--- config.mk ---
export PLATFORM = sky130hd
export DESIGN_NAME = dc_motor_pid_speed_control_core
export DESIGN_NICKNAME = d
export VERILOG_FILES = /design/src/hdl/dcpid_pkg.sv /design/src/hdl/dcpid_mac.sv /design/src/hdl/dc_motor_pid_speed_control_core.sv
export SDC_FILE = /design/constraint.sdc
export NUM_CORES = 2
export LEC_CHECK = 0
export ABC_CLOCK_PERIOD_IN_PS = 12700
export BUFFER_PORTS_ARGS = -buffer_cell sky130_fd_sc_hd__buf_4
export CAP_MARGIN = 20
export CELL_PAD_IN_SITES_DETAIL_PLACEMENT = 0
export CELL_PAD_IN_SITES_GLOBAL_PLACEMENT = 1
export CORE_MARGIN = 2
export CORE_UTILIZATION = 50
export DETAILED_ROUTE_END_ITERATION = 10
export GPL_TIMING_DRIVEN = 0
export PLACE_DENSITY_LB_ADDON = 0.1
export SYNTH_ARGS = -nofsm -noshare
export SYNTH_HDL_FRONTEND = slang
export SYNTH_SLANG_ARGS = --single-unit
--- constraint.sdc ---
create_clock -name clk -period 12.7 [get_ports clk]
set_input_delay 3.81 -clock clk [delete_from_list [all_inputs] [get_ports clk]]
set_output_delay 3.81 -clock clk [all_outputs]
set_load 0.005 [all_outputs]
--- src/hdl/dcpid_pkg.sv ---
// Shared types and constants for the DC motor PID speed controller.
// Used by dcpid_mac and the top level; depends on nothing.
`default_nettype none

package dcpid_pkg;

  // Multiplier operands: PID gains sign-extended, duty gain zero-extended, to 33 bits; 17-bit signed digit
  localparam int A_W   = 33;
  localparam int DIG_W = 17;
  localparam int B_W   = 64;
  localparam int DIG_N = 4;
  // Accumulator wide enough for the three PID products plus headroom
  localparam int ACC_W = 100;

  // Control word from the sequencer to the multiply-accumulate unit
  typedef struct packed {
    logic       load;   // overwrite accumulator with the preload value
    logic       step;   // issue one digit product
    logic [1:0] shift;  // digit position, product weighted by 2^(16*shift)
  } mac_ctl_t;

endpackage

`default_nettype wire

--- src/hdl/dcpid_mac.sv ---
// Shared multiply-accumulate unit: 33x17 signed product, then shifted add.
// Depends on dcpid_pkg for widths and the control struct.
`default_nettype none

module dcpid_mac (
  input  wire logic                                 clk,
  input  wire logic                                 rst_n,
  input  wire dcpid_pkg::mac_ctl_t                  ctl,
  input  wire logic signed [dcpid_pkg::ACC_W-1:0]   load_val,
  input  wire logic signed [dcpid_pkg::A_W-1:0]     a_op,
  input  wire logic signed [dcpid_pkg::DIG_W-1:0]   digit,
  output logic signed      [dcpid_pkg::ACC_W-1:0]   acc
);

  localparam int P_W = dcpid_pkg::A_W + dcpid_pkg::DIG_W;

  logic signed [P_W-1:0]              prod_r;
  logic [1:0]                         sh_r;
  logic                               vld_r;
  logic signed [dcpid_pkg::ACC_W-1:0] acc_r;
  logic signed [dcpid_pkg::ACC_W-1:0] prod_ext;
  logic signed [dcpid_pkg::ACC_W-1:0] prod_sh;

  // Stage 1: digit product
  always_ff @(posedge clk) begin
    prod_r <= a_op * digit;
    sh_r   <= ctl.shift;
  end

  always_ff @(posedge clk) begin
    if (!rst_n) begin
      vld_r <= 1'b0;
    end else begin
      vld_r <= ctl.step;
    end
  end

  // Place the product at its digit weight
  assign prod_ext = dcpid_pkg::ACC_W'(prod_r);

  always_comb begin
    case (sh_r)
      2'd0:    prod_sh = prod_ext;
      2'd1:    prod_sh = prod_ext <<< 16;
      2'd2:    prod_sh = prod_ext <<< 32;
      default: prod_sh = prod_ext <<< 48;
    endcase
  end

  // Stage 2: accumulate
  always_ff @(posedge clk) begin
    if (ctl.load) begin
      acc_r <= load_val;
    end else if (vld_r) begin
      acc_r <= acc_r + prod_sh;
    end
  end

  assign acc = acc_r;

endmodule

`default_nettype wire

--- src/hdl/dc_motor_pid_speed_control_core.sv ---
// PID speed controller core: sequencer, controller state and output register.
// Depends on dcpid_pkg and instantiates dcpid_mac.
//
// Usage: one input transfer per control tick (target speed, encoder speed
// magnitude and direction) yields exactly one result transfer (duty
// magnitude, bridge direction, direction-change and saturation flags).
// The user writes gains and duty mapping through the cfg_ port while idle;
// the block does not enforce this. Indexes beyond the register list are ignored.
// All multiplies go through one 33x17 multiply-accumulate unit: 12 digit
// products for the three PID terms and 4 for the duty mapping, with a
// pipeline drain after each pass, a scaling step between them and a finish
// state at the end. in_ready is high only when the sequencer is idle, so a
// new tick is accepted only once the previous one has left the finish state.
// If the receiver stalls, the result is held in the output register and
// the next tick is still accepted; its result waits in the finish state
// until the register is free.
// Reset (synchronous, active low) clears the gains, error sum, last error
// and drive direction (forward), and drops out_valid.
`default_nettype none

module dc_motor_pid_speed_control_core #(
  parameter int FRAC_BITS = 16,
  parameter int SUM_WIDTH = 48
) (
  input  wire logic               clk,
  input  wire logic               rst_n,
  // configuration write port
  input  wire logic               cfg_wr_en,
  input  wire logic [2:0]         cfg_index,
  input  wire logic [31:0]        cfg_wdata,
  // input channel
  input  wire logic               in_valid,
  output logic                    in_ready,
  input  wire logic signed [31:0] in_target_speed,
  input  wire logic [30:0]        in_measured_speed,
  input  wire logic [1:0]         in_measured_direction,
  // result channel
  output logic                    out_valid,
  input  wire logic               out_ready,
  output logic [15:0]             out_duty_magnitude,
  output logic                    out_bridge_direction,
  output logic                    out_direction_changed,
  output logic                    out_duty_saturated
);

  localparam int ACC_W      = dcpid_pkg::ACC_W;
  localparam int DUTY_SHIFT = FRAC_BITS + 16;

  // Register indexes
  localparam logic [2:0] REG_KP   = 3'd0;
  localparam logic [2:0] REG_KI   = 3'd1;
  localparam logic [2:0] REG_KD   = 3'd2;
  localparam logic [2:0] REG_GAIN = 3'd3;
  localparam logic [2:0] REG_MIN  = 3'd4;

  // Operand selects (upper bits of the step counter)
  localparam logic [1:0] OP_KP   = 2'd0;
  localparam logic [1:0] OP_KI   = 2'd1;
  localparam logic [1:0] OP_KD   = 2'd2;
  localparam logic [1:0] OP_DUTY = 2'd3;

  localparam logic [1:0] DIR_BACKWARD = 2'd1;

  localparam logic [3:0] CNT_PID_LAST  = 4'd11;
  localparam logic [3:0] CNT_DUTY_BASE = 4'd12;
  localparam logic [3:0] CNT_DUTY_LAST = 4'd15;

  localparam logic signed [SUM_WIDTH-1:0] SUM_MAX = {1'b0, {(SUM_WIDTH-1){1'b1}}};
  localparam logic signed [SUM_WIDTH-1:0] SUM_MIN = {1'b1, {(SUM_WIDTH-1){1'b0}}};
  localparam logic signed [63:0]          PID_MAX = {1'b0, {63{1'b1}}};
  localparam logic signed [63:0]          PID_MIN = {1'b1, {63{1'b0}}};

  typedef enum logic [7:0] {
    ST_IDLE   = 8'b0000_0001,
    ST_PREP   = 8'b0000_0010,
    ST_MUL    = 8'b0000_0100,
    ST_DRAIN  = 8'b0000_1000,
    ST_SCALE  = 8'b0001_0000,
    ST_MUL2   = 8'b0010_0000,
    ST_DRAIN2 = 8'b0100_0000,
    ST_FINISH = 8'b1000_0000
  } state_t;

  state_t state_r, state_nxt;
  logic [3:0] cnt_r, cnt_nxt;

  // Configuration registers
  logic signed [31:0] kp_r, ki_r, kd_r;
  logic [31:0]        gain_r;
  logic [15:0]        min_duty_r;

  // Controller state
  logic signed [SUM_WIDTH-1:0] sum_r;
  logic signed [32:0]          last_err_r;
  logic                        dir_r;

  // Per-tick working registers
  logic signed [32:0] err_r;
  logic signed [33:0] diff_r;
  logic signed [63:0] pid_r;
  logic               cur_pos_r, cur_neg_r;
  logic               sum_sat_r;

  // Output register
  logic        out_valid_r;
  logic [15:0] out_duty_r;
  logic        out_dir_r, out_chg_r, out_sat_r;

  logic in_xfer, fin_go;

  dcpid_pkg::mac_ctl_t                mac_ctl;
  logic signed [ACC_W-1:0]            mac_load;
  logic signed [dcpid_pkg::A_W-1:0]   a_op;
  logic signed [dcpid_pkg::DIG_W-1:0] digit;
  logic signed [ACC_W-1:0]            acc;
  logic signed [dcpid_pkg::B_W-1:0]   b_op;

  assign in_ready = (state_r == ST_IDLE);
  assign in_xfer  = in_valid && in_ready;
  assign fin_go   = (state_r == ST_FINISH) && (!out_valid_r || out_ready);

  // Configuration writes
  always_ff @(posedge clk) begin
    if (!rst_n) begin
      kp_r       <= '0;
      ki_r       <= '0;
      kd_r       <= '0;
      gain_r     <= '0;
      min_duty_r <= '0;
    end else if (cfg_wr_en) begin
      unique case (cfg_index)
        REG_KP:   kp_r       <= cfg_wdata;
        REG_KI:   ki_r       <= cfg_wdata;
        REG_KD:   kd_r       <= cfg_wdata;
        REG_GAIN: gain_r     <= cfg_wdata;
        REG_MIN:  min_duty_r <= cfg_wdata[15:0];
        default:  ;
      endcase
    end
  end

  // Signed current speed and error at the input transfer
  logic signed [33:0] cur_w, err_w;

  always_comb begin
    if (in_measured_direction == DIR_BACKWARD) begin
      cur_w = -$signed(34'(in_measured_speed));
    end else begin
      cur_w = $signed(34'(in_measured_speed));
    end
    err_w = 34'(in_target_speed) - cur_w;
  end

  always_ff @(posedge clk) begin
    if (in_xfer) begin
      err_r     <= err_w[32:0];
      cur_pos_r <= (in_measured_speed != '0) && (in_measured_direction != DIR_BACKWARD);
      cur_neg_r <= (in_measured_speed != '0) && (in_measured_direction == DIR_BACKWARD);
    end
  end

  // Saturating error sum and derivative difference
  logic signed [SUM_WIDTH:0] sum_ext;
  logic                      sum_ovf_pos, sum_ovf_neg;

  assign sum_ext     = (SUM_WIDTH+1)'(sum_r) + (SUM_WIDTH+1)'(err_r);
  assign sum_ovf_pos = !sum_ext[SUM_WIDTH] && sum_ext[SUM_WIDTH-1];
  assign sum_ovf_neg = sum_ext[SUM_WIDTH] && !sum_ext[SUM_WIDTH-1];

  always_ff @(posedge clk) begin
    if (!rst_n) begin
      sum_r      <= '0;
      last_err_r <= '0;
    end else if (state_r == ST_PREP) begin
      if (sum_ovf_pos) begin
        sum_r <= SUM_MAX;
      end else if (sum_ovf_neg) begin
        sum_r <= SUM_MIN;
      end else begin
        sum_r <= sum_ext[SUM_WIDTH-1:0];
      end
      last_err_r <= err_r;
    end
  end

  always_ff @(posedge clk) begin
    if (state_r == ST_PREP) begin
      diff_r    <= 34'(err_r) - 34'(last_err_r);
      sum_sat_r <= sum_ovf_pos || sum_ovf_neg;
    end
  end

  // PID result: floor shift by the fraction bits, clipped to 64 signed bits
  logic signed [ACC_W-1:0]  pid_shr;
  logic [ACC_W-64:0]        pid_hi;
  logic signed [63:0]       pid_w;

  assign pid_shr = acc >>> FRAC_BITS;
  assign pid_hi  = pid_shr[ACC_W-1:63];

  always_comb begin
    if ((&pid_hi) || !(|pid_hi)) begin
      pid_w = pid_shr[63:0];
    end else if (pid_hi[ACC_W-64]) begin
      pid_w = PID_MIN;
    end else begin
      pid_w = PID_MAX;
    end
  end

  always_ff @(posedge clk) begin
    if (state_r == ST_SCALE) begin
      pid_r <= pid_w;
    end
  end

  // Operand selection for the shared unit
  always_comb begin
    case (cnt_r[3:2])
      OP_KP: begin
        a_op = 33'(kp_r);
        b_op = 64'(err_r);
      end
      OP_KI: begin
        a_op = 33'(ki_r);
        b_op = 64'(sum_r);
      end
      OP_KD: begin
        a_op = 33'(kd_r);
        b_op = 64'(diff_r);
      end
      default: begin
        a_op = $signed({1'b0, gain_r});
        b_op = pid_r;
      end
    endcase
  end

  // Low digits unsigned, top digit carries the sign
  always_comb begin
    case (cnt_r[1:0])
      2'd0:    digit = $signed({1'b0, b_op[15:0]});
      2'd1:    digit = $signed({1'b0, b_op[31:16]});
      2'd2:    digit = $signed({1'b0, b_op[47:32]});
      default: digit = $signed({b_op[63], b_op[63:48]});
    endcase
  end

  // Sequencer
  always_comb begin
    state_nxt     = state_r;
    cnt_nxt       = cnt_r;
    mac_ctl.load  = 1'b0;
    mac_ctl.step  = 1'b0;
    mac_ctl.shift = cnt_r[1:0];
    // the duty offset is preloaded at its weight so the final shift adds it
    mac_load      = '0;
    unique case (state_r)
      ST_IDLE: begin
        if (in_xfer) begin
          state_nxt = ST_PREP;
        end
      end
      ST_PREP: begin
        mac_ctl.load = 1'b1;
        cnt_nxt      = '0;
        state_nxt    = ST_MUL;
      end
      ST_MUL: begin
        mac_ctl.step = 1'b1;
        cnt_nxt      = cnt_r + 4'd1;
        if (cnt_r == CNT_PID_LAST) begin
          state_nxt = ST_DRAIN;
        end
      end
      ST_DRAIN: begin
        state_nxt = ST_SCALE;
      end
      ST_SCALE: begin
        mac_ctl.load = 1'b1;
        mac_load     = ACC_W'(min_duty_r) <<< DUTY_SHIFT;
        cnt_nxt      = CNT_DUTY_BASE;
        state_nxt    = ST_MUL2;
      end
      ST_MUL2: begin
        mac_ctl.step = 1'b1;
        cnt_nxt      = cnt_r + 4'd1;
        if (cnt_r == CNT_DUTY_LAST) begin
          state_nxt = ST_DRAIN2;
        end
      end
      ST_DRAIN2: begin
        state_nxt = ST_FINISH;
      end
      ST_FINISH: begin
        if (fin_go) begin
          state_nxt = ST_IDLE;
        end
      end
      default: begin
        state_nxt = ST_IDLE;
      end
    endcase
  end

  always_ff @(posedge clk) begin
    if (!rst_n) begin
      state_r <= ST_IDLE;
      cnt_r   <= '0;
    end else begin
      state_r <= state_nxt;
      cnt_r   <= cnt_nxt;
    end
  end

  dcpid_mac u_mac (
    .clk      (clk),
    .rst_n    (rst_n),
    .ctl      (mac_ctl),
    .load_val (mac_load),
    .a_op     (a_op),
    .digit    (digit),
    .acc      (acc)
  );

  // Duty: floor shift, sign, magnitude and saturation
  logic signed [ACC_W-1:0] duty_w;
  logic [ACC_W-1:0]        duty_mag;
  logic                    duty_neg, duty_zero, duty_clip, dir_nxt;

  assign duty_w    = acc >>> DUTY_SHIFT;
  assign duty_neg  = duty_w[ACC_W-1];
  assign duty_zero = (duty_w == '0);
  assign duty_mag  = duty_neg ? -duty_w : duty_w;
  assign duty_clip = |duty_mag[ACC_W-1:16];

  always_comb begin
    dir_nxt = dir_r;
    if (duty_neg && cur_pos_r) begin
      dir_nxt = 1'b1;
    end else if (!duty_neg && !duty_zero && cur_neg_r) begin
      dir_nxt = 1'b0;
    end
  end

  always_ff @(posedge clk) begin
    if (!rst_n) begin
      dir_r <= 1'b0;
    end else if (fin_go) begin
      dir_r <= dir_nxt;
    end
  end

  // Output register
  always_ff @(posedge clk) begin
    if (!rst_n) begin
      out_valid_r <= 1'b0;
    end else if (fin_go) begin
      out_valid_r <= 1'b1;
    end else if (out_ready) begin
      out_valid_r <= 1'b0;
    end
  end

  always_ff @(posedge clk) begin
    if (fin_go) begin
      out_duty_r <= duty_clip ? 16'hFFFF : duty_mag[15:0];
      out_dir_r  <= dir_nxt;
      out_chg_r  <= dir_nxt != dir_r;
      out_sat_r  <= duty_clip || sum_sat_r;
    end
  end

  assign out_valid             = out_valid_r;
  assign out_duty_magnitude    = out_duty_r;
  assign out_bridge_direction  = out_dir_r;
  assign out_direction_changed = out_chg_r;
  assign out_duty_saturated    = out_sat_r;

endmodule

`default_nettype wire

Word-level counts from Yosys, hierarchy flattened
Cells that the tools add are included.
{"block": "totals", "output_inout_bits": 21, "register_bits": 545, "input_bits": 105, "word_cells": 124}
{"block": "op_classes", "multipliers": 1, "n_mux": 25, "add_sub_neg": 7, "n_reduce_logical": 39, "eq_ne": 27}
{"cell": "2-to-1 mux 100 bit", "n": 3}
{"cell": "one-hot mux 97 bit (3 select lines)", "n": 1}
{"cell": "one-hot mux 64 bit (3 select lines)", "n": 1}
{"cell": "2-to-1 mux 48 bit", "n": 3}
{"cell": "2-to-1 mux 64 bit", "n": 2}
{"cell": "adder 100 x 98 -> 100 bit", "n": 1}
{"cell": "logical NOT 100 bit", "n": 1}
{"cell": "negation 68 -> 100 bit", "n": 1}
{"cell": "one-hot mux 33 bit (3 select lines)", "n": 1}
{"cell": "OR reduction 84 bit", "n": 1}
{"cell": "one-hot mux 8 bit (8 select lines)", "n": 1}
{"cell": "one-hot mux 17 bit (3 select lines)", "n": 1}
{"cell": "multiplier 33 x 17 -> 50 bit", "n": 1}
{"cell": "adder 48 x 33 -> 49 bit", "n": 1}
{"cell": "subtractor 33 x 33 -> 34 bit", "n": 1}
{"cell": "2-to-1 mux 33 bit", "n": 1}
{"cell": "negation 31 -> 33 bit", "n": 1}
{"cell": "subtractor 32 x 33 -> 33 bit", "n": 1}
{"cell": "2-to-1 mux 8 bit", "n": 4}
{"cell": "nonzero test 31 bit", "n": 1}
{"cell": "AND reduction 21 bit", "n": 1}
{"cell": "OR reduction 21 bit", "n": 1}
{"cell": "one-hot mux 4 bit (3 select lines)", "n": 1}
{"cell": "AND reduction 2 bit", "n": 5}
{"cell": "other kinds (28)", "n": 63}

Logic depth before layout (Yosys ltp)
{"block": "logic_depth", "depth_word": 7, "mapped_depth": 35, "ltp_nobuf": 32}

By module
A second synthesis with hierarchy kept.
{"block": "unflattened", "cells_unflattened": 6610, "hier_area_um2": 57087.3}
{"mod": "dcpid_mac", "cells_per_inst": 3797, "instances": 1, "area_per_inst_um2": 32528.7, "seq_area_each_um2": 4063.9}
{"mod": "dc_motor_pid_speed_control_core", "cells_per_inst": 2813, "instances": 1, "area_per_inst_um2": 24558.6, "seq_area_each_um2": 9379.0}

Least setup slack after synthesis
No wires, ideal clock.
{"block": "synth_path", "kind": "flip-flop to flip-flop", "startpoint": "reg cnt_r[2]", "endpoint": "reg u_mac.prod_r[49]", "path_slack_ns": 3.511, "required_time_ns": 12.628, "synth_period_minus_slack_ns": 9.189, "setup_time_ns": 0.072, "arrival_ns": 9.117, "path_buffers": 5, "stages_incl_launch_ff": 32, "path_cell_list": "dfxtp_1 -> clkbuf_1 -> clkbuf_1 -> clkbuf_1 -> buf_1 -> clkbuf_1 -> mux2i_1 -> nand2_1 -> o21ai_1 -> nor2_1 -> fa_1 -> inv_1 -> fa_1 -> fa_1 -> inv_1 -> fa_1 -> fa_1 -> inv_1 -> fa_1 -> inv_1 -> ha_1 -> a21oi_1 -> o21ai_0 -> or3_1 -> o211ai_1 -> nand2_1 -> o41a_1 -> a221o_1 -> a311oi_1 -> o21ai_0 -> a21oi_1 -> xnor2_1"}
{"block": "synth_between", "elab_chain_len": 4, "elab_cells_between_ends": 7, "cone_classes": "1 x mul; 2 x eq/ne; 3 x mux; 1 x reduce/logical"}
{"item": "from (decl)", "line": "dc_motor_pid_speed_control_core.sv:85", "text": "logic [3:0] cnt_r, cnt_nxt;"}
{"item": "from (signal assigned)", "line": "dc_motor_pid_speed_control_core.sv:312", "text": "cnt_r <= cnt_nxt;"}
{"item": "equality test 2 bit, or another cell as far along", "line": "dc_motor_pid_speed_control_core.sv:219", "text": "case (cnt_r[3:2])"}
{"item": "one-hot mux 64 bit (3 select lines)", "line": "dc_motor_pid_speed_control_core.sv:219"}
{"item": "one-hot mux 17 bit (3 select lines)", "line": "dc_motor_pid_speed_control_core.sv:241", "text": "case (cnt_r[1:0])"}
{"item": "multiplier 33 x 17 -> 50 bit *", "line": "dcpid_mac.sv:26", "text": "prod_r <= a_op * digit;"}
{"item": "to (signal assigned)", "line": "dcpid_mac.sv:26"}
{"item": "to (decl)", "line": "dcpid_mac.sv:17", "text": "logic signed [P_W-1:0] prod_r;"}
Mark *: on every way between the ends. The rest lies on a longest branch, timed or not.
A chain may end at the register's enable or synchronous reset.

Worst setup path in the final report
{"block": "layout_path", "startpoint": "reg cnt_r[2]", "endpoint": "reg u_mac.prod_r[46]"}
Same word-level chain as after synthesis.

==> impl_metrics.yaml <==
logic_synthesis:
  synth_top_flop_cell: "dfxtp_1"
  syn_area_um2: 54800
  yosys.area.top_type: "fa_1"
  synth-adder-area-share_pct: 27.4
  synth-xor-area-share_pct: 4.62
  yosysUniqueCellTypes: 88
  synth_compound_area_share_pct: 17.0
  synth_top_cell_area_share_pct: 19.8
  synth.avg_cell_area_um2: 8.74
  yosys-top-cells-area: "fa_1 20%, edfxtp_1 14%, dfxtp_1 11%"
  ys.warnings.count: 0
  synth_edf_count: 253
  synth.yosys.seq_area_share_pct: 24.5
  synthesis.nets: 7253
  ys_ff_latch: 545
  muxShareOfSynthArea_pct: 3.94
  syn_inst: 6271
  yosys.area_share.simple_pct: 15.7
  synthArstFlopShare_pct: 0
  synth_top_family_by_area: "adder cells"
power:
  power.leakage_nw: 26.4
  seq_power_share_pct: 27.2
  p_switching_mw: 4.05
  p_int_mw: 4.97
  power_density_nw_per_um2: 150
  switching_share_pct: 44.9
  clockPowerShare_pct: 22.4
  combPwrFrac_pct: 50.3
  vdd_ir_drop_max_mv: 0.124
clock_tree:
  clk_path_buf_depth: 3
  post_cts_buffers: 0
  htreeDepth: 3
  cts-root-buf: "clkbuf_16"
  ctsHoldBuffers: 0
  cts_resized: 0
  cts_tree: "built"
  clk_pin_slew_ns: 0.06
  cts_sinks: 545
  cts_buffers: 67
  clk_latency_ns: 0.66
run_status:
  status: "completed"
timing:
  tightest_slew_ns: 1.20
  slew_headroom_pct: 19.6
  whs_ns: 0.440
  fmax_mhz: 82.1
  drv_slew: 0
  worst_slack_ns: 0.517
  finalSetupViolations: 0
  period_minus_slack_ns: 12.18
  rsz0062_at_grt: "false"
  period_share_pct: 95.9
  finClkSkew_ns: 0.0268
  hold_violations: 0
  setup-tns-final_ns: 0
floorplanning:
  core-area_um2: 109000
  die_area_um2: 112000
  chipWidth_um: 335
  ios: 126
  rows: 121
  initial_utilization_pct: 50.4
  fp.dieH_um: 335
detailed_routing:
  wl_per_cell_um: 24.1
  dr.pass1.iters: 7
  ant_nets: 0
  finalWirelength_um: 192000
  drt_iter0_drc: 4368
  drc: 0
  detailroute.via_count: 46792
  avgViaCountPerCell: 5.87
setup_path:
  crit_type: "flip-flop to flip-flop"
  required_ns: 13.28
  r2r-end: "u_mac.prod_r[46]"
  start_kind: "flip-flop"
  crit_fanout: 10
  worstSetupEndpointType: "flip-flop"
  regToRegSetupSlack_ns: 0.52
  crit_top_cell: "fa_1"
  reg2reg_depth: 31
  timing.rr.start: "cnt_r[2]"
  critical-path-slowest-cell: "o311ai_0"
  arrival_ns: 12.76
  critical_path.max_stage_delay_ns: 0.91
min_path:
  hold_path.startpoint: "cnt_r[1]"
  holdCritPathClass: "flip-flop to flip-flop"
  whs_path_depth: 0
  holdPathEnd: "u_mac.sh_r[1]"
global_routing:
  grt_max_degree: 74
  track_usage_pct: 34.4
  grt_pass1_vias: 45223
  antenna_found_initial: 9
  gr-total-overflow: 0
  grt_pass1_wl_um: 290000
final_layout:
  area_growth_pct: 9.89
  num_antenna_cells: 0
  nNetsFinal: 7483
  drive_above_1_share_pct: 6.20
  n_fill_cell: 10263
  final_util_pct: 55.3
  fin_cells: 7967
place:
  dp.cells: 7838
  io_buffers: 124
  hpwl_um: 157000
  place_ws_ns: 0.519
  globalplace.congestion: 0.956
job:
  maxCapViolations: 0
-- per-layer routing --
metal  vias up  global-route usage, %  routed length [µm]
met5         -                      0                  82
met3       276                   7.81               17200
li1      21594                      -                   -
met2      1814                   51.9               83900
met1     23096                   49.6               85400
met4        12                   9.42                5580
-- layout by cell type, fill, tap and decap left out, types with 101 or more instances in the layout --
master,netlist,routed
a21boi_0,193,193
a21o_1,196,196
a21oi_1,336,335
buf_4,0,141
clkbuf_1,266,273
dfxtp_1,292,292
edfxtp_1,253,253
fa_1,541,541
ha_1,336,336
inv_1,692,692
mux2i_1,101,101
nand2_1,841,841
nor2_1,646,646
o21ai_0,279,278
xnor2_1,182,182
xor2_1,107,107
-- worst max-delay path: cells and delay by family, from the launching register on --
family,cells,cell delay (ns)
adder cells (fa/ha/maj),7,3.50
buffers and inverters,9,3.46
AO/OA/AOI/OAI,9,3.38
AND/OR/NAND/NOR,4,0.88
flip-flops,1,0.36
multiplexers,1,0.32
XOR/XNOR,1,0.17
-- kinds of logic (layout without fill, tap and decap cells) --
group           Yosys count  in the layout
fa+ha+maj               877            877
compound gates         1432           1432
mux                     168            168
buf+inv                 987           1269
xor+xnor                289            289
flops                   545            545
simple gates           1973           1973
-- state kept, by name, summed over array words and instances (netlist names), 2 cells and up --
signal,count
diff_r,34
ki_r,32
sum_r,48
err_r,33
u_mac.prod_r,50
u_mac.sh_r,2
cnt_r,4
out_duty_magnitude,16
kp_r,32
gain_r,32
u_mac.acc,100
state_r,8
pid_r,64
min_duty_r,16
kd_r,32
last_err_r,33
-- cells in the mapped netlist, drive strengths merged (11+ instances only) --
| library cell | number |
|---|---|
| a21oi | 336 |
| fa | 541 |
| mux2 | 32 |
| and3 | 25 |
| o31ai | 25 |
| ha | 336 |
| o21bai | 50 |
| a21o | 197 |
| o211ai | 17 |
| nor2 | 648 |
| nand2 | 843 |
| o21a | 63 |
| or3 | 19 |
| or2 | 13 |
| or4 | 17 |
| a21boi | 195 |
| xnor2 | 182 |
| and2 | 47 |
| mux4 | 35 |
| nand3b | 17 |
| o41ai | 11 |
| a31o | 26 |
| buf | 28 |
| mux2i | 101 |
| o211a | 18 |
| nand4 | 54 |
| nand3 | 80 |
| xor2 | 107 |
| nand2b | 44 |
| dfxtp | 292 |
| edfxtp | 253 |
| inv | 693 |
| clkbuf | 266 |
| nor3 | 80 |
| a22oi | 18 |
| nor2b | 45 |
| a211oi | 23 |
| o21ai | 314 |
| a31oi | 34 |
| o22ai | 12 |
| nor4 | 21 |
-- how the worst max path moves through the flow --
| stage | start | endpoint | slack (ns) | cells past startpoint |
|---|---|---|---|---|
| global placement | cnt_r[2] | u_mac.prod_r[49] | 0.55 | 31 |
| detailed placement | cnt_r[2] | u_mac.prod_r[49] | 0.52 | 31 |
| finish | cnt_r[2] | u_mac.prod_r[46] | 0.52 | 31 |
| CTS | cnt_r[2] | u_mac.prod_r[49] | 0.50 | 31 |
| floorplan | cnt_r[2] | u_mac.prod_r[49] | 3.51 | 31 |
| global route | cnt_r[2] | u_mac.prod_r[46] | 0.09 | 31 |
-- layout make-up --
cell class	instances	area (µm²)	area share, %
well taps	1414	1770	2.94
repair buffers	161	1340	2.22
plain buffers	294	1120	1.85
clock inverters	36	437	0.725
clock buffers	85	1860	3.08
flip-flops and latches	545	13400	22.3
multi-input cells	4739	37700	62.5
inverters	693	2600	4.32
-- through the flow --
step | total power, mW | area (µm²)
2_1_floorplan | 5.39 | 54800
3_3_place_gp | 6.87 | 57500
3_5_place_dp | 6.90 | 57900
4_1_cts | 8.96 | 60200
5_1_grt | 9.57 | 60200
6_report | 9.02 | 60200
-- power by group through the flow --
stage | combinational, mW | sequential [mW] | clock [mW]
after floorplan | 3.10 | 2.29 | 0
after global placement | 4.38 | 2.48 | 0
after detailed placement | 4.42 | 2.48 | 0
after CTS | 4.47 | 2.44 | 2.05
after global routing | 5.00 | 2.45 | 2.11
final | 4.54 | 2.45 | 2.03
No activity file was read; power rests on OpenSTA's default activity.
